<file path="src/scl_pkg.sv">
// Shared types, codes and character helpers for the shell command lexer.
package scl_pkg;

    // Lexer mode held between beats
    typedef enum logic [2:0] {
        MODE_WAIT  = 3'd0,
        MODE_WORD  = 3'd1,
        MODE_DELIM = 3'd2,
        MODE_DBL   = 3'd3,
        MODE_ESC   = 3'd4
    } mode_t;

    // Controller states
    typedef enum logic [1:0] {
        ST_IDLE,
        ST_FLUSH,
        ST_ERR
    } state_t;

    // Result status codes
    localparam logic [1:0] STAT_TOKEN     = 2'd0;
    localparam logic [1:0] STAT_BAD_CHAR  = 2'd1;
    localparam logic [1:0] STAT_AFTER_END = 2'd2;

    // Token type codes
    localparam logic [3:0] TT_WORD   = 4'd0;
    localparam logic [3:0] TT_AMP    = 4'd1;
    localparam logic [3:0] TT_PIPE   = 4'd2;
    localparam logic [3:0] TT_SEMI   = 4'd3;
    localparam logic [3:0] TT_LT     = 4'd4;
    localparam logic [3:0] TT_GT     = 4'd5;
    localparam logic [3:0] TT_LPAR   = 4'd6;
    localparam logic [3:0] TT_RPAR   = 4'd7;
    localparam logic [3:0] TT_LBRACE = 4'd8;
    localparam logic [3:0] TT_RBRACE = 4'd9;
    localparam logic [3:0] TT_AND    = 4'd10;
    localparam logic [3:0] TT_OR     = 4'd11;
    localparam logic [3:0] TT_APPEND = 4'd12;

    // Characters of interest
    localparam logic [7:0] CH_TAB    = 8'h09;
    localparam logic [7:0] CH_NL     = 8'h0A;
    localparam logic [7:0] CH_VT     = 8'h0B;
    localparam logic [7:0] CH_CR     = 8'h0D;
    localparam logic [7:0] CH_SPACE  = 8'h20;
    localparam logic [7:0] CH_QUOTE  = 8'h22;
    localparam logic [7:0] CH_SEMI   = 8'h3B;
    localparam logic [7:0] CH_BSLASH = 8'h5C;
    localparam logic [7:0] CH_TILDE  = 8'h7E;

    localparam int unsigned LINE_W = 16;

    // Controller to datapath
    typedef struct packed {
        logic accept;
        logic load_err;
        logic load_byte;
        logic flush_done;
    } scl_cmd_t;

    // Datapath to controller
    typedef struct packed {
        logic err_req;
        logic flush_req;
        logic out_free;
        logic flush_last;
    } scl_status_t;

    // Single delimiter character to its token type, TT_WORD if none
    function automatic logic [3:0] delim_type(input logic [7:0] c);
        logic [3:0] t;
        unique case (c)
            8'h26:   t = TT_AMP;
            8'h7C:   t = TT_PIPE;
            8'h3B:   t = TT_SEMI;
            8'h3C:   t = TT_LT;
            8'h3E:   t = TT_GT;
            8'h28:   t = TT_LPAR;
            8'h29:   t = TT_RPAR;
            8'h7B:   t = TT_LBRACE;
            8'h7D:   t = TT_RBRACE;
            default: t = TT_WORD;
        endcase
        return t;
    endfunction

    // Doubled delimiter type from the single type
    function automatic logic [3:0] pair_type(input logic [3:0] dt);
        logic [3:0] t;
        unique case (dt)
            TT_AMP:  t = TT_AND;
            TT_PIPE: t = TT_OR;
            TT_GT:   t = TT_APPEND;
            default: t = TT_WORD;
        endcase
        return t;
    endfunction

endpackage

</file>
<file path="src/scl_ram.sv">
// Generic simple dual-port RAM with registered read.
module scl_ram #(
    parameter int WIDTH = 8,
    parameter int DEPTH = 64
) (
    input  logic                     aclk,
    input  logic                     we,
    input  logic [$clog2(DEPTH)-1:0] waddr,
    input  logic [WIDTH-1:0]         wdata,
    input  logic [$clog2(DEPTH)-1:0] raddr,
    output logic [WIDTH-1:0]         rdata
);

    logic [WIDTH-1:0] mem [DEPTH];
    logic [WIDTH-1:0] rdata_reg;

    // Write port and registered read port
    always_ff @(posedge aclk) begin
        if (we) begin
            mem[waddr] <= wdata;
        end
        rdata_reg <= mem[raddr];
    end

    assign rdata = rdata_reg;

endmodule

</file>
<file path="src/scl_ctrl.sv">
// Controller state machine: accepts beats and sequences token read-out and errors.
module scl_ctrl (
    input  logic                aclk,
    input  logic                aresetn,
    input  logic                s_tvalid,
    output logic                s_tready,
    input  scl_pkg::scl_status_t status_i,
    output scl_pkg::scl_cmd_t    cmd_o
);

    scl_pkg::state_t state_reg;
    scl_pkg::state_t state_next;

    // Next state
    always_comb begin
        state_next = state_reg;
        unique case (state_reg)
            scl_pkg::ST_IDLE: begin
                if (s_tvalid) begin
                    if (status_i.err_req) begin
                        state_next = scl_pkg::ST_ERR;
                    end else if (status_i.flush_req) begin
                        state_next = scl_pkg::ST_FLUSH;
                    end
                end
            end
            scl_pkg::ST_FLUSH: begin
                if (status_i.out_free && status_i.flush_last) begin
                    state_next = scl_pkg::ST_IDLE;
                end
            end
            scl_pkg::ST_ERR: begin
                if (status_i.out_free) begin
                    state_next = scl_pkg::ST_IDLE;
                end
            end
            default: state_next = scl_pkg::ST_IDLE;
        endcase
    end

    // Outputs
    always_comb begin
        s_tready         = 1'b0;
        cmd_o.accept     = 1'b0;
        cmd_o.load_err   = 1'b0;
        cmd_o.load_byte  = 1'b0;
        cmd_o.flush_done = 1'b0;
        unique case (state_reg)
            scl_pkg::ST_IDLE: begin
                s_tready     = 1'b1;
                cmd_o.accept = s_tvalid;
            end
            scl_pkg::ST_FLUSH: begin
                cmd_o.load_byte  = status_i.out_free;
                cmd_o.flush_done = status_i.out_free && status_i.flush_last;
            end
            scl_pkg::ST_ERR: begin
                cmd_o.load_err = status_i.out_free;
            end
            default: begin
                s_tready = 1'b0;
            end
        endcase
    end

    always_ff @(posedge aclk) begin
        if (!aresetn) begin
            state_reg <= scl_pkg::ST_IDLE;
        end else begin
            state_reg <= state_next;
        end
    end

endmodule

</file>
<file path="src/scl_datapath.sv">
// Datapath: character decode, lexer state, word store and output register.
module scl_datapath #(
    parameter int MAX_WORD = 64
) (
    input  logic                 aclk,
    input  logic                 aresetn,
    input  logic [7:0]           s_tdata,
    input  logic                 s_tuser,
    input  scl_pkg::scl_cmd_t    cmd_i,
    output scl_pkg::scl_status_t status_o,
    output logic                 m_tvalid,
    input  logic                 m_tready,
    output logic [23:0]          m_tdata,
    output logic [7:0]           m_tuser,
    output logic                 m_tlast
);

    localparam int AW = $clog2(MAX_WORD);
    localparam int CW = $clog2(MAX_WORD + 1);
    localparam int LW = scl_pkg::LINE_W;

    // Lexer state
    scl_pkg::mode_t mode_reg, mode_next;
    logic           quotes_reg, quotes_next;
    logic           halted_reg, halted_next;
    logic [CW-1:0]  count_reg, count_next;
    logic           ovf_reg, ovf_next;
    logic [LW-1:0]  line_reg, line_next;
    logic [3:0]     dtype_reg, dtype_next;

    // Per-token control
    logic [3:0]     ftype_reg, ftype_next;
    logic           pend_reg, pend_next;
    logic [7:0]     pend_char_reg, pend_char_next;
    logic [AW-1:0]  ptr_reg, ptr_next;
    logic [1:0]     err_stat_reg, err_stat_next;

    // Output register
    logic           out_valid_reg, out_valid_next;
    logic [1:0]     out_status_reg, out_status_next;
    logic [3:0]     out_type_reg, out_type_next;
    logic [7:0]     out_byte_reg, out_byte_next;
    logic           out_empty_reg, out_empty_next;
    logic [LW-1:0]  out_line_reg, out_line_next;
    logic           out_ovf_reg, out_ovf_next;
    logic           out_last_reg, out_last_next;

    // Word store ports
    logic           ram_we;
    logic [AW-1:0]  ram_waddr;
    logic [7:0]     ram_wdata;
    logic [7:0]     ram_rdata;

    // Decode signals
    logic           eos, is_esc, nl, ws, dl, prt, spc, bad;
    logic           is_quote, is_bsl, pair;
    logic [7:0]     c;
    logic [3:0]     dt;
    logic           st_append;
    scl_pkg::mode_t st_mode;
    logic           do_flush, do_append, set_halt;
    logic [3:0]     flush_type;
    scl_pkg::mode_t mode_dec;
    logic           quotes_dec;
    logic           count_empty, flush_last, room;

    // Character classification
    always_comb begin
        eos      = s_tuser;
        is_esc   = (mode_reg == scl_pkg::MODE_ESC);
        nl       = !eos && (s_tdata == scl_pkg::CH_NL);
        c        = (nl && !is_esc) ? scl_pkg::CH_SEMI : s_tdata;
        ws       = !eos && (c == scl_pkg::CH_SPACE || c == scl_pkg::CH_TAB ||
                            c == scl_pkg::CH_VT || c == scl_pkg::CH_NL);
        dt       = scl_pkg::delim_type(c);
        dl       = !eos && (dt != scl_pkg::TT_WORD);
        prt      = (c >= scl_pkg::CH_SPACE) && (c <= scl_pkg::CH_TILDE);
        spc      = (c == scl_pkg::CH_SPACE) || ((c >= scl_pkg::CH_TAB) && (c <= scl_pkg::CH_CR));
        bad      = is_esc ? (eos || (!prt && !spc)) : (!eos && !ws && !dl && !prt);
        is_quote = !eos && (c == scl_pkg::CH_QUOTE);
        is_bsl   = !eos && (c == scl_pkg::CH_BSLASH);
        pair     = dl && (dt == dtype_reg) &&
                   (dt == scl_pkg::TT_AMP || dt == scl_pkg::TT_PIPE || dt == scl_pkg::TT_GT);
    end

    // What a character does from the waiting-for-token position
    always_comb begin
        st_append = !eos && !ws && !is_quote && !is_bsl;
        if (eos || ws) begin
            st_mode = scl_pkg::MODE_WAIT;
        end else if (dl) begin
            st_mode = scl_pkg::MODE_DELIM;
        end else if (is_quote || is_bsl) begin
            st_mode = scl_pkg::MODE_ESC;
        end else begin
            st_mode = scl_pkg::MODE_WORD;
        end
    end

    // Action for the current mode
    always_comb begin
        do_flush   = 1'b0;
        flush_type = scl_pkg::TT_WORD;
        do_append  = st_append;
        mode_dec   = st_mode;
        quotes_dec = quotes_reg | is_quote;
        set_halt   = eos;
        unique case (mode_reg)
            scl_pkg::MODE_WORD: begin
                do_flush = eos || ws || dl;
            end
            scl_pkg::MODE_DELIM: begin
                if (pair) begin
                    do_append = 1'b1;
                    mode_dec  = scl_pkg::MODE_DBL;
                end else begin
                    do_flush   = 1'b1;
                    flush_type = dtype_reg;
                end
            end
            scl_pkg::MODE_DBL: begin
                do_flush   = 1'b1;
                flush_type = scl_pkg::pair_type(dtype_reg);
            end
            scl_pkg::MODE_ESC: begin
                set_halt = 1'b0;
                if (is_quote && quotes_reg) begin
                    do_append  = 1'b0;
                    quotes_dec = 1'b0;
                    mode_dec   = scl_pkg::MODE_WORD;
                end else begin
                    do_append  = 1'b1;
                    quotes_dec = quotes_reg;
                    mode_dec   = quotes_reg ? scl_pkg::MODE_ESC : scl_pkg::MODE_WORD;
                end
            end
            default: begin
                do_flush = 1'b0;
            end
        endcase
    end

    // Read-out position
    assign count_empty = (count_reg == '0);
    assign flush_last  = count_empty || ((CW'(ptr_reg) + CW'(1)) == count_reg);
    assign room        = (count_reg < CW'(MAX_WORD));

    assign status_o.err_req    = halted_reg || bad;
    assign status_o.flush_req  = do_flush;
    assign status_o.out_free   = !out_valid_reg || m_tready;
    assign status_o.flush_last = flush_last;

    // State update
    always_comb begin
        mode_next      = mode_reg;
        quotes_next    = quotes_reg;
        halted_next    = halted_reg;
        count_next     = count_reg;
        ovf_next       = ovf_reg;
        line_next      = line_reg;
        dtype_next     = dtype_reg;
        ftype_next     = ftype_reg;
        pend_next      = pend_reg;
        pend_char_next = pend_char_reg;
        ptr_next       = ptr_reg;
        err_stat_next  = err_stat_reg;
        ram_we         = 1'b0;
        ram_waddr      = count_reg[AW-1:0];
        ram_wdata      = c;

        if (cmd_i.accept) begin
            ptr_next = '0;
            if (halted_reg || bad) begin
                err_stat_next = halted_reg ? scl_pkg::STAT_AFTER_END : scl_pkg::STAT_BAD_CHAR;
            end else begin
                if (nl && (line_reg != '1)) begin
                    line_next = line_reg + LW'(1);
                end
                mode_next      = mode_dec;
                quotes_next    = quotes_dec;
                halted_next    = halted_reg | set_halt;
                ftype_next     = flush_type;
                pend_next      = do_flush && do_append;
                pend_char_next = c;
                if (mode_dec == scl_pkg::MODE_DELIM) begin
                    dtype_next = dt;
                end
                // Append at once when no token goes out first
                if (!do_flush && do_append) begin
                    if (room) begin
                        ram_we     = 1'b1;
                        count_next = count_reg + CW'(1);
                    end else begin
                        ovf_next = 1'b1;
                    end
                end
            end
        end

        if (cmd_i.load_byte) begin
            ptr_next = ptr_reg + AW'(1);
        end

        // Token gone: start afresh, with the held character if any
        if (cmd_i.flush_done) begin
            ovf_next   = 1'b0;
            count_next = pend_reg ? CW'(1) : '0;
            pend_next  = 1'b0;
            if (pend_reg) begin
                ram_we    = 1'b1;
                ram_waddr = '0;
                ram_wdata = pend_char_reg;
            end
        end
    end

    // Output register
    always_comb begin
        out_valid_next  = out_valid_reg;
        out_status_next = out_status_reg;
        out_type_next   = out_type_reg;
        out_byte_next   = out_byte_reg;
        out_empty_next  = out_empty_reg;
        out_line_next   = out_line_reg;
        out_ovf_next    = out_ovf_reg;
        out_last_next   = out_last_reg;
        if (m_tready) begin
            out_valid_next = 1'b0;
        end
        if (cmd_i.load_byte) begin
            out_valid_next  = 1'b1;
            out_status_next = scl_pkg::STAT_TOKEN;
            out_type_next   = ftype_reg;
            out_byte_next   = count_empty ? 8'h00 : ram_rdata;
            out_empty_next  = count_empty;
            out_line_next   = line_reg;
            out_ovf_next    = ovf_reg;
            out_last_next   = flush_last;
        end else if (cmd_i.load_err) begin
            out_valid_next  = 1'b1;
            out_status_next = err_stat_reg;
            out_type_next   = scl_pkg::TT_WORD;
            out_byte_next   = 8'h00;
            out_empty_next  = 1'b0;
            out_line_next   = line_reg;
            out_ovf_next    = 1'b0;
            out_last_next   = 1'b1;
        end
    end

    // Control registers
    always_ff @(posedge aclk) begin
        if (!aresetn) begin
            mode_reg      <= scl_pkg::MODE_WAIT;
            quotes_reg    <= 1'b0;
            halted_reg    <= 1'b0;
            count_reg     <= '0;
            ovf_reg       <= 1'b0;
            line_reg      <= LW'(1);
            pend_reg      <= 1'b0;
            out_valid_reg <= 1'b0;
        end else begin
            mode_reg      <= mode_next;
            quotes_reg    <= quotes_next;
            halted_reg    <= halted_next;
            count_reg     <= count_next;
            ovf_reg       <= ovf_next;
            line_reg      <= line_next;
            pend_reg      <= pend_next;
            out_valid_reg <= out_valid_next;
        end
    end

    // Payload registers
    always_ff @(posedge aclk) begin
        dtype_reg      <= dtype_next;
        ftype_reg      <= ftype_next;
        pend_char_reg  <= pend_char_next;
        ptr_reg        <= ptr_next;
        err_stat_reg   <= err_stat_next;
        out_status_reg <= out_status_next;
        out_type_reg   <= out_type_next;
        out_byte_reg   <= out_byte_next;
        out_empty_reg  <= out_empty_next;
        out_line_reg   <= out_line_next;
        out_ovf_reg    <= out_ovf_next;
        out_last_reg   <= out_last_next;
    end

    // Word store, read address runs one step ahead of ptr_reg
    scl_ram #(
        .WIDTH (8),
        .DEPTH (MAX_WORD)
    ) u_word_store (
        .aclk  (aclk),
        .we    (ram_we),
        .waddr (ram_waddr),
        .wdata (ram_wdata),
        .raddr (ptr_next),
        .rdata (ram_rdata)
    );

    assign m_tvalid = out_valid_reg;
    assign m_tdata  = {out_line_reg, out_byte_reg};
    assign m_tuser  = {out_ovf_reg, out_empty_reg, out_type_reg, out_status_reg};
    assign m_tlast  = out_last_reg;

    // Word length never passes the store size
    a_count_bound: assert property (@(posedge aclk) disable iff (!aresetn)
        count_reg <= CW'(MAX_WORD))
        else $error("word count beyond store size");

    // Line count starts at one and never wraps to zero
    a_line_nonzero: assert property (@(posedge aclk) disable iff (!aresetn)
        line_reg != '0)
        else $error("line count is zero");

    // End of stream is final
    a_halt_sticky: assert property (@(posedge aclk) disable iff (!aresetn)
        halted_reg |=> halted_reg)
        else $error("halted flag cleared");

    // After a token leaves, at most the held character remains and overflow is clear
    a_flush_clears: assert property (@(posedge aclk) disable iff (!aresetn)
        cmd_i.flush_done |=> (count_reg <= CW'(1)) && !ovf_reg && !pend_reg)
        else $error("word state not cleared after token");

endmodule

</file>
<file path="src/shell_command_lexer.sv">
// Top level of the shell command lexer: controller, datapath and stream ports.
//
// Byte-at-a-time shell lexer. Each input beat carries one character (s_tuser low) or an
// end-of-stream mark (s_tuser high). Characters that continue a word are taken without
// holding the input. A beat that completes a token holds the input while the word store
// is read out through its single read port, one result beat per byte (a single beat for an
// empty token) with m_tlast on the final one; an error beat also holds the input until its
// result beat is loaded. A finished result waits in the output register, and the next
// character can be taken meanwhile. The word store needs no clearing after reset. Words
// longer than MAX_WORD characters are cut and flagged.
module shell_command_lexer #(
    parameter int MAX_WORD = 64
) (
    input  logic        aclk,
    input  logic        aresetn,
    input  logic        s_tvalid,
    output logic        s_tready,
    input  logic [7:0]  s_tdata,   // [7:0] ch
    input  logic        s_tuser,   // [0] kind: 0 character, 1 end of stream
    output logic        m_tvalid,
    input  logic        m_tready,
    output logic [23:0] m_tdata,   // [7:0] text_byte, [23:8] line_number
    output logic [7:0]  m_tuser,   // [1:0] status, [5:2] token_type, [6] empty_word,
                                   // [7] overflowed
    output logic        m_tlast
);

    scl_pkg::scl_cmd_t    cmd;
    scl_pkg::scl_status_t status;

    scl_ctrl u_ctrl (
        .aclk     (aclk),
        .aresetn  (aresetn),
        .s_tvalid (s_tvalid),
        .s_tready (s_tready),
        .status_i (status),
        .cmd_o    (cmd)
    );

    scl_datapath #(
        .MAX_WORD (MAX_WORD)
    ) u_datapath (
        .aclk     (aclk),
        .aresetn  (aresetn),
        .s_tdata  (s_tdata),
        .s_tuser  (s_tuser),
        .cmd_i    (cmd),
        .status_o (status),
        .m_tvalid (m_tvalid),
        .m_tready (m_tready),
        .m_tdata  (m_tdata),
        .m_tuser  (m_tuser),
        .m_tlast  (m_tlast)
    );

endmodule

</file>
<file path="config.mk">
export PLATFORM = sky130hd
export DESIGN_NAME = shell_command_lexer
export DESIGN_NICKNAME = d
export VERILOG_FILES = /design/src/scl_pkg.sv /design/src/scl_ram.sv /design/src/scl_ctrl.sv /design/src/scl_datapath.sv /design/src/shell_command_lexer.sv
export SDC_FILE = /design/constraint.sdc
export NUM_CORES = 1
export LEC_CHECK = 0
export BUFFER_PORTS_ARGS = -buffer_cell sky130_fd_sc_hd__buf_2
export CAP_MARGIN = 15
export CORE_MARGIN = 4
export CORE_UTILIZATION = 55
export DETAILED_ROUTE_END_ITERATION = 10
export GPL_ROUTABILITY_DRIVEN = 1
export PLACE_DENSITY = 0.7
export SYNTH_ARGS = -nofsm -noshare
export SYNTH_HDL_FRONTEND = slang
export SYNTH_SLANG_ARGS = --single-unit
</file>
<file path="constraint.sdc">
create_clock -name aclk -period 11.4 [get_ports aclk]
set_clock_uncertainty 0.15 [all_clocks]
set_input_delay 1.71 -clock aclk [delete_from_list [all_inputs] [get_ports aclk]]
set_output_delay 1.71 -clock aclk [all_outputs]
set_load 0.01 [all_outputs]
</file>
==> impl_metrics.tcl, run 1 <==
set metrics [dict create \
    ir_worst_vdd_mv 0.128 \
    power_density_mw_per_mm2 167 \
    dp_cells 1921 \
    die-area_sq_mm 0.0480 \
    netlist_instances 1351 \
    multiInputGateArea_sq_mm 0.00630 \
    holdPathEnd "u_datapath.pend_reg" \
    cap_viol_max_count 0 \
    max_freq_mhz 160 \
    cts_setup_buffers 0 \
    rsz0062_at_grt "false" \
    num_vias 12900 \
    hold_path.class "reg -> reg" \
    p_total_mw 4.53 \
    cts-htree-levels 2 \
    grt_pass1_wl_um 81400 \
    ant_nets 0 \
    max-clock-path-buffers 3 \
    cts_sinks 610 \
    whs_ns 0.306 \
    ctsHoldBuffers 0 \
    reg2reg_depth 9 \
    yosysWarnings 0 \
    core_area_sq_mm 0.0441 \
    cts_root_buf "clkbuf_16" \
    synth_seq_area_share 0.728 \
    leakagePower_nw 8.75 \
    drtPass1Iterations 5 \
    grt_pass1_vias 12800 \
    synth_area_leader_cell "edfxtp_1" \
    crit_fanout 14 \
    slowest_stage "nand4_1" \
    syn_area_sq_mm 0.0245 \
    overflow 0 \
    gp_congestion 0.859 \
    final_cell_mix "561 x edfxtp_1, 128 x mux4_2, 91 x nor2_1" \
    nets 1405 \
    setup_viol 0 \
    hold_path.startpoint "u_datapath.pend_reg" \
    dieHeight_um 219 \
    reg2reg_slack_ns 6.03 \
    cts_tree "built" \
    numCtsBuffers 57 \
    track_usage 0.229 \
    synth_ff_type "edfxtp_1" \
    cts_resized 0 \
    seqCellArea_sq_mm 0.0178 \
    io_buffers 47 \
    drv_slew 0 \
    final_common_cell "edfxtp_1" \
    hold_violations 0 \
    crit_path_end_kind "register" \
    synth_area_leaders "edfxtp_1 69%, mux4_2 12%, dfxtp_1 4.0%" \
    min_path_cells 2 \
    status "finished clean" \
    path_buf_inv 1 \
    synth_edf_count 561 \
    avgSynthCellArea_sq_um 18.1 \
    first_iter_violations 1548 \
    grt_start_max_net_pins 105 \
    fillers 3140 \
    dp.final_hpwl_um 32100 \
    via_per_inst 6.39 \
    reg2reg_to "u_datapath.u_word_store.mem[4][6]" \
    critical_path_class "in -> reg" \
    rows 77 \
    clk_latency_ns 0.62 \
    routed_wl_um 54500 \
    relSlewSlack 0.315 \
    start_util 0.555 \
    synth_seq_cells 610 \
    crit_family "simple AND/OR/NAND/NOR gates" \
    syn2layout_area_growth_pct 10.9 \
    drc 0 \
    yosys.area.top_type_share 0.688 \
    tightest_slew_ns 1.03 \
    setup_ws_ns 5.15 \
    period_minus_slack_ns 6.25 \
    cp.arrival_ns 6.33 \
    setup_tns_ns 0 \
    synthArstFlopShare 0 \
    drive_gt1_frac 0.213 \
    path_depth 9 \
    dp_slack_ns 4.65 \
    antenna_found_initial 0 \
    required_ns 11.48 \
    cpPeakStageDelay_ns 0.99 \
    largest_reg_flops 512 \
    critPathLaunchType "input port" \
    antennaDiodeCount 0 \
    synth.distinct_cells 73 \
    io_pins 48 \
    crit_top_cell "nor2_1" \
    clk_pin_slew_ns 0.06 \
    final-instance-count-excl-fill 2027 \
    wl_per_cell_um 26.9 \
    syn_nets 1368 \
    r2r-start "u_datapath.mode_reg[0]" \
    crit_chain "buf_2 > nor2_1 > nand4_2 > a21boi_1 > a221o_1 > and3_1 > o31ai_2 > nand4_1 > nor2_1" \
    fin_crit_sh 0.548 \
    dieWidth_um 219 \
]
routing by layer:
layer,track usage,vias up,wire (um)
met4,0.0729,0,1580
met3,0.0478,104,4610
li1,-,5574,-
met1,0.329,6674,22400
met2,0.360,593,26000
met5,0,-,0
cells by family after synthesis:
family          count (synthesis)  synth area share
xor+xnor                       19           0.00680
mux                           147             0.126
buf+inv                       103            0.0181
fa+ha+maj                       4           0.00204
compound gates                170            0.0555
flops                         610             0.728
simple gates                  298            0.0637
worst min-delay path, cell delays in order, from the launching register on:
cell and delay [ns]:
dfxtp_1 0.31, nand2_1 0.05, a21oi_1 0.05
metrics by stage:
step,cell area (sq um),util
final,27200,0.615
after global routing,27200,0.615
after CTS,27200,0.615
after detailed placement,25300,0.573
after global placement,25300,0.573
after floorplan,24500,-
final cells by class:
type                            instances  area share
Sequential cell                       610       0.657
Multi-Input combinational cell        638       0.232
Inverter                               22     0.00304
Clock buffer                           81      0.0577
Tap cell                              592      0.0273
Clock inverter                         25      0.0109
Timing Repair Buffer                   59      0.0124
how the worst max path moves through the flow:
stage / endpoint / slack, ns / from
3_5_place_dp: u_datapath.u_word_store.mem[4][1] / 4.65 / s_tdata[2]
2_1_floorplan: u_datapath.u_word_store.mem[0][0] / 6.28 / m_tready
6_report: u_datapath.u_word_store.mem[4][6] / 5.15 / s_tdata[2]
3_3_place_gp: u_datapath.u_word_store.mem[5][1] / 4.85 / s_tdata[2]
4_1_cts: u_datapath.u_word_store.mem[4][6] / 5.27 / s_tdata[2]
5_1_grt: u_datapath.u_word_store.mem[4][6] / 4.86 / s_tdata[4]
power by group:
group	total [mW]	internal, mW	switching [mW]
combinational	0.166	0.0531	0.113
sequential	2.48	2.47	0.0124
clock	1.89	1.08	0.811
Yosys cell counts (all sizes together) (10+ instances only):
master  count
xnor2      11
a221oi     16
nand2      53
nand3      23
a21oi      17
o21ai      17
dfxtp      49
and2       16
mux4      128
o221ai     10
a221o      17
nand4      13
buf        33
nand2b     16
inv        21
and3       13
mux2i      12
nor2       93
edfxtp    561
clkbuf     48
a22o       37
nor3       20
Note: power is estimated with default switching activity, not from simulation.
==> run 2, diff against run 1 <==
--- a/config.mk
+++ b/config.mk
@@ -11,7 +11,7 @@
 export CORE_UTILIZATION = 55
 export DETAILED_ROUTE_END_ITERATION = 10
 export GPL_ROUTABILITY_DRIVEN = 1
-export PLACE_DENSITY = 0.7
+export PLACE_DENSITY = 0.73
 export SYNTH_ARGS = -nofsm -noshare
 export SYNTH_HDL_FRONTEND = slang
 export SYNTH_SLANG_ARGS = --single-unit
==> constraint.sdc (replaced) <==
create_clock -name aclk -period 5.4 [get_ports aclk]
set_clock_uncertainty 0.15 [all_clocks]
set_input_delay 0.81 -clock aclk [delete_from_list [all_inputs] [get_ports aclk]]
set_output_delay 0.81 -clock aclk [all_outputs]
set_load 0.01 [all_outputs]
==> run 2 against run 1 <==
Effect of this change:
- non-clock buffer count grew 56
- worst hold slack lost 0.0065 ns
- critical path depth stayed put
- die area did not move
==> impl_metrics.tcl, run 2 (same netlist as run 1, synthesis figures left out) <==
set metrics [dict create \
    cts_setup_buffers 0 \
    final_cell_mix "561 x edfxtp_1, 128 x mux4_2, 91 x nor2_1" \
    leakagePower_nw 9.14 \
    busiest_layer "met2" \
    io_buffers 47 \
    tightest_slew_ns 1.19 \
    overflow 0 \
    dp.final_hpwl_um 32900 \
    grt_pass1_vias 13100 \
    rsz0062_at_grt "false" \
    antenna_found_initial 0 \
    period_minus_slack_ns 4.45 \
    num_vias 13300 \
    hold_violations 0 \
    power_density_mw_per_mm2 364 \
    nets 1462 \
    grt_use_met3 0.0433 \
    fin_crit_sh 0.825 \
    postLayoutCoreUtil 0.632 \
    dieHeight_um 219 \
    grt_use_met1 0.334 \
    placed_area_sq_mm 0.0257 \
    hold_path.class "reg -> reg" \
    core_area_sq_mm 0.0441 \
    die-area_sq_mm 0.0480 \
    relSlewSlack 0.205 \
    setup_viol 0 \
    path_buf_inv 1 \
    drc 0 \
    status "finished clean" \
    numCtsBuffers 58 \
    critPathLaunchType "register" \
    cts_tree "built" \
    cts_resized 0 \
    clk_pin_slew_ns 0.06 \
    crit_family "simple AND/OR/NAND/NOR gates" \
    grt_start_max_net_pins 69 \
    final-instance-count-excl-fill 2086 \
    syn2layout_area_growth_pct 13.8 \
    setup_ws_ns 0.946 \
    rows 77 \
    ctsHoldBuffers 0 \
    cpPeakStageDelay_ns 1.14 \
    clk_latency_ns 0.62 \
    gp_congestion 0.914 \
    dp_cells 1977 \
    via_per_inst 6.36 \
    dp_slack_ns 0.680 \
    largest_reg_flops 512 \
    cp.arrival_ns 4.75 \
    grt_pass1_wl_um 83100 \
    start_util 0.555 \
    crit_fanout 42 \
    cts_sinks 610 \
    max-clock-path-buffers 3 \
    cts-htree-levels 2 \
    ir_worst_vdd_mv 0.231 \
    ant_nets 0 \
    crit_chain "ha_1 > nand3_1 > nor2_1 > xnor2_1 > nor4_1 > a21oi_1 > nand3b_1 > mux2_2 > buf_4" \
    drive_gt1_frac 0.249 \
    setup_tns_ns 0 \
    fillers 3055 \
    dieWidth_um 219 \
    io_pins 48 \
    max_freq_mhz 224 \
    crit_path_end_kind "register" \
    required_ns 5.69 \
    grt_use_met2 0.364 \
    cap_viol_max_count 0 \
    wl_per_cell_um 26.1 \
    cts_root_buf "clkbuf_16" \
    final_area_sq_mm 0.0279 \
    first_iter_violations 1507 \
    track_usage 0.231 \
    critical_path_class "reg -> reg" \
    slowest_stage "mux2_2" \
    antennaDiodeCount 0 \
    routed_wl_um 54500 \
    drv_slew 0 \
    drtPass1Iterations 6 \
    final_common_cell "edfxtp_1" \
]
run 2: cell count changes in the layout (fill, tap and decap cells not counted), sizes merged:
cell and delta:
buf +56, clkbuf -18, bufinv +12, clkinv +8, clkinvlp +1
run 2: cell type report:
type	instances	area [sq um]	share of cell area
Clock buffer	63	1490	0.0535
Inverter	22	82.6	0.00296
Tap cell	592	741	0.0266
Multi-Input combinational cell	638	6270	0.225
Timing Repair Buffer	115	796	0.0285
Sequential cell	610	17800	0.640
Clock inverter	46	662	0.0237
run 2: power by group:
| part | switching [mW] | total, mW | internal, mW |
|---|---|---|---|
| Combinational | 0.238 | 0.359 | 0.121 |
| Clock | 1.74 | 4.55 | 2.80 |
| Sequential | 0.0288 | 5.23 | 5.20 |
run 2: through the flow:
step,power [mW],hold WS [ns]
5_1_grt,10.4,0.302
4_1_cts,10.2,0.294
3_3_place_gp,5.68,0.275
6_report,10.1,0.300
2_1_floorplan,5.55,0.258
3_5_place_dp,5.69,0.278
run 2: worst paths after layout:
| path | startpoint | endpoint | slack [ns] | depth (start not counted) |
|---|---|---|---|---|
| max reg2reg | u_datapath.ptr_reg[0] | u_datapath.u_word_store.mem[9][7] | 0.95 | 9 |
| max | u_datapath.ptr_reg[0] | u_datapath.u_word_store.mem[9][7] | 0.95 | 9 |
| min reg2reg | u_datapath.halted_reg | u_datapath.err_stat_reg[1] | 0.30 | 0 |
| min | u_datapath.halted_reg | u_datapath.err_stat_reg[1] | 0.30 | 0 |
run 2: metal layers:
layer / part of all wire / wire (um) / vias up
met1: 0.41 / 22100 / 6769
met3: 0.084 / 4600 / 109
met5: 0 / 0 / -
li1: - / - / 5695
met4: 0.033 / 1800 / 0
met2: 0.48 / 26000 / 689
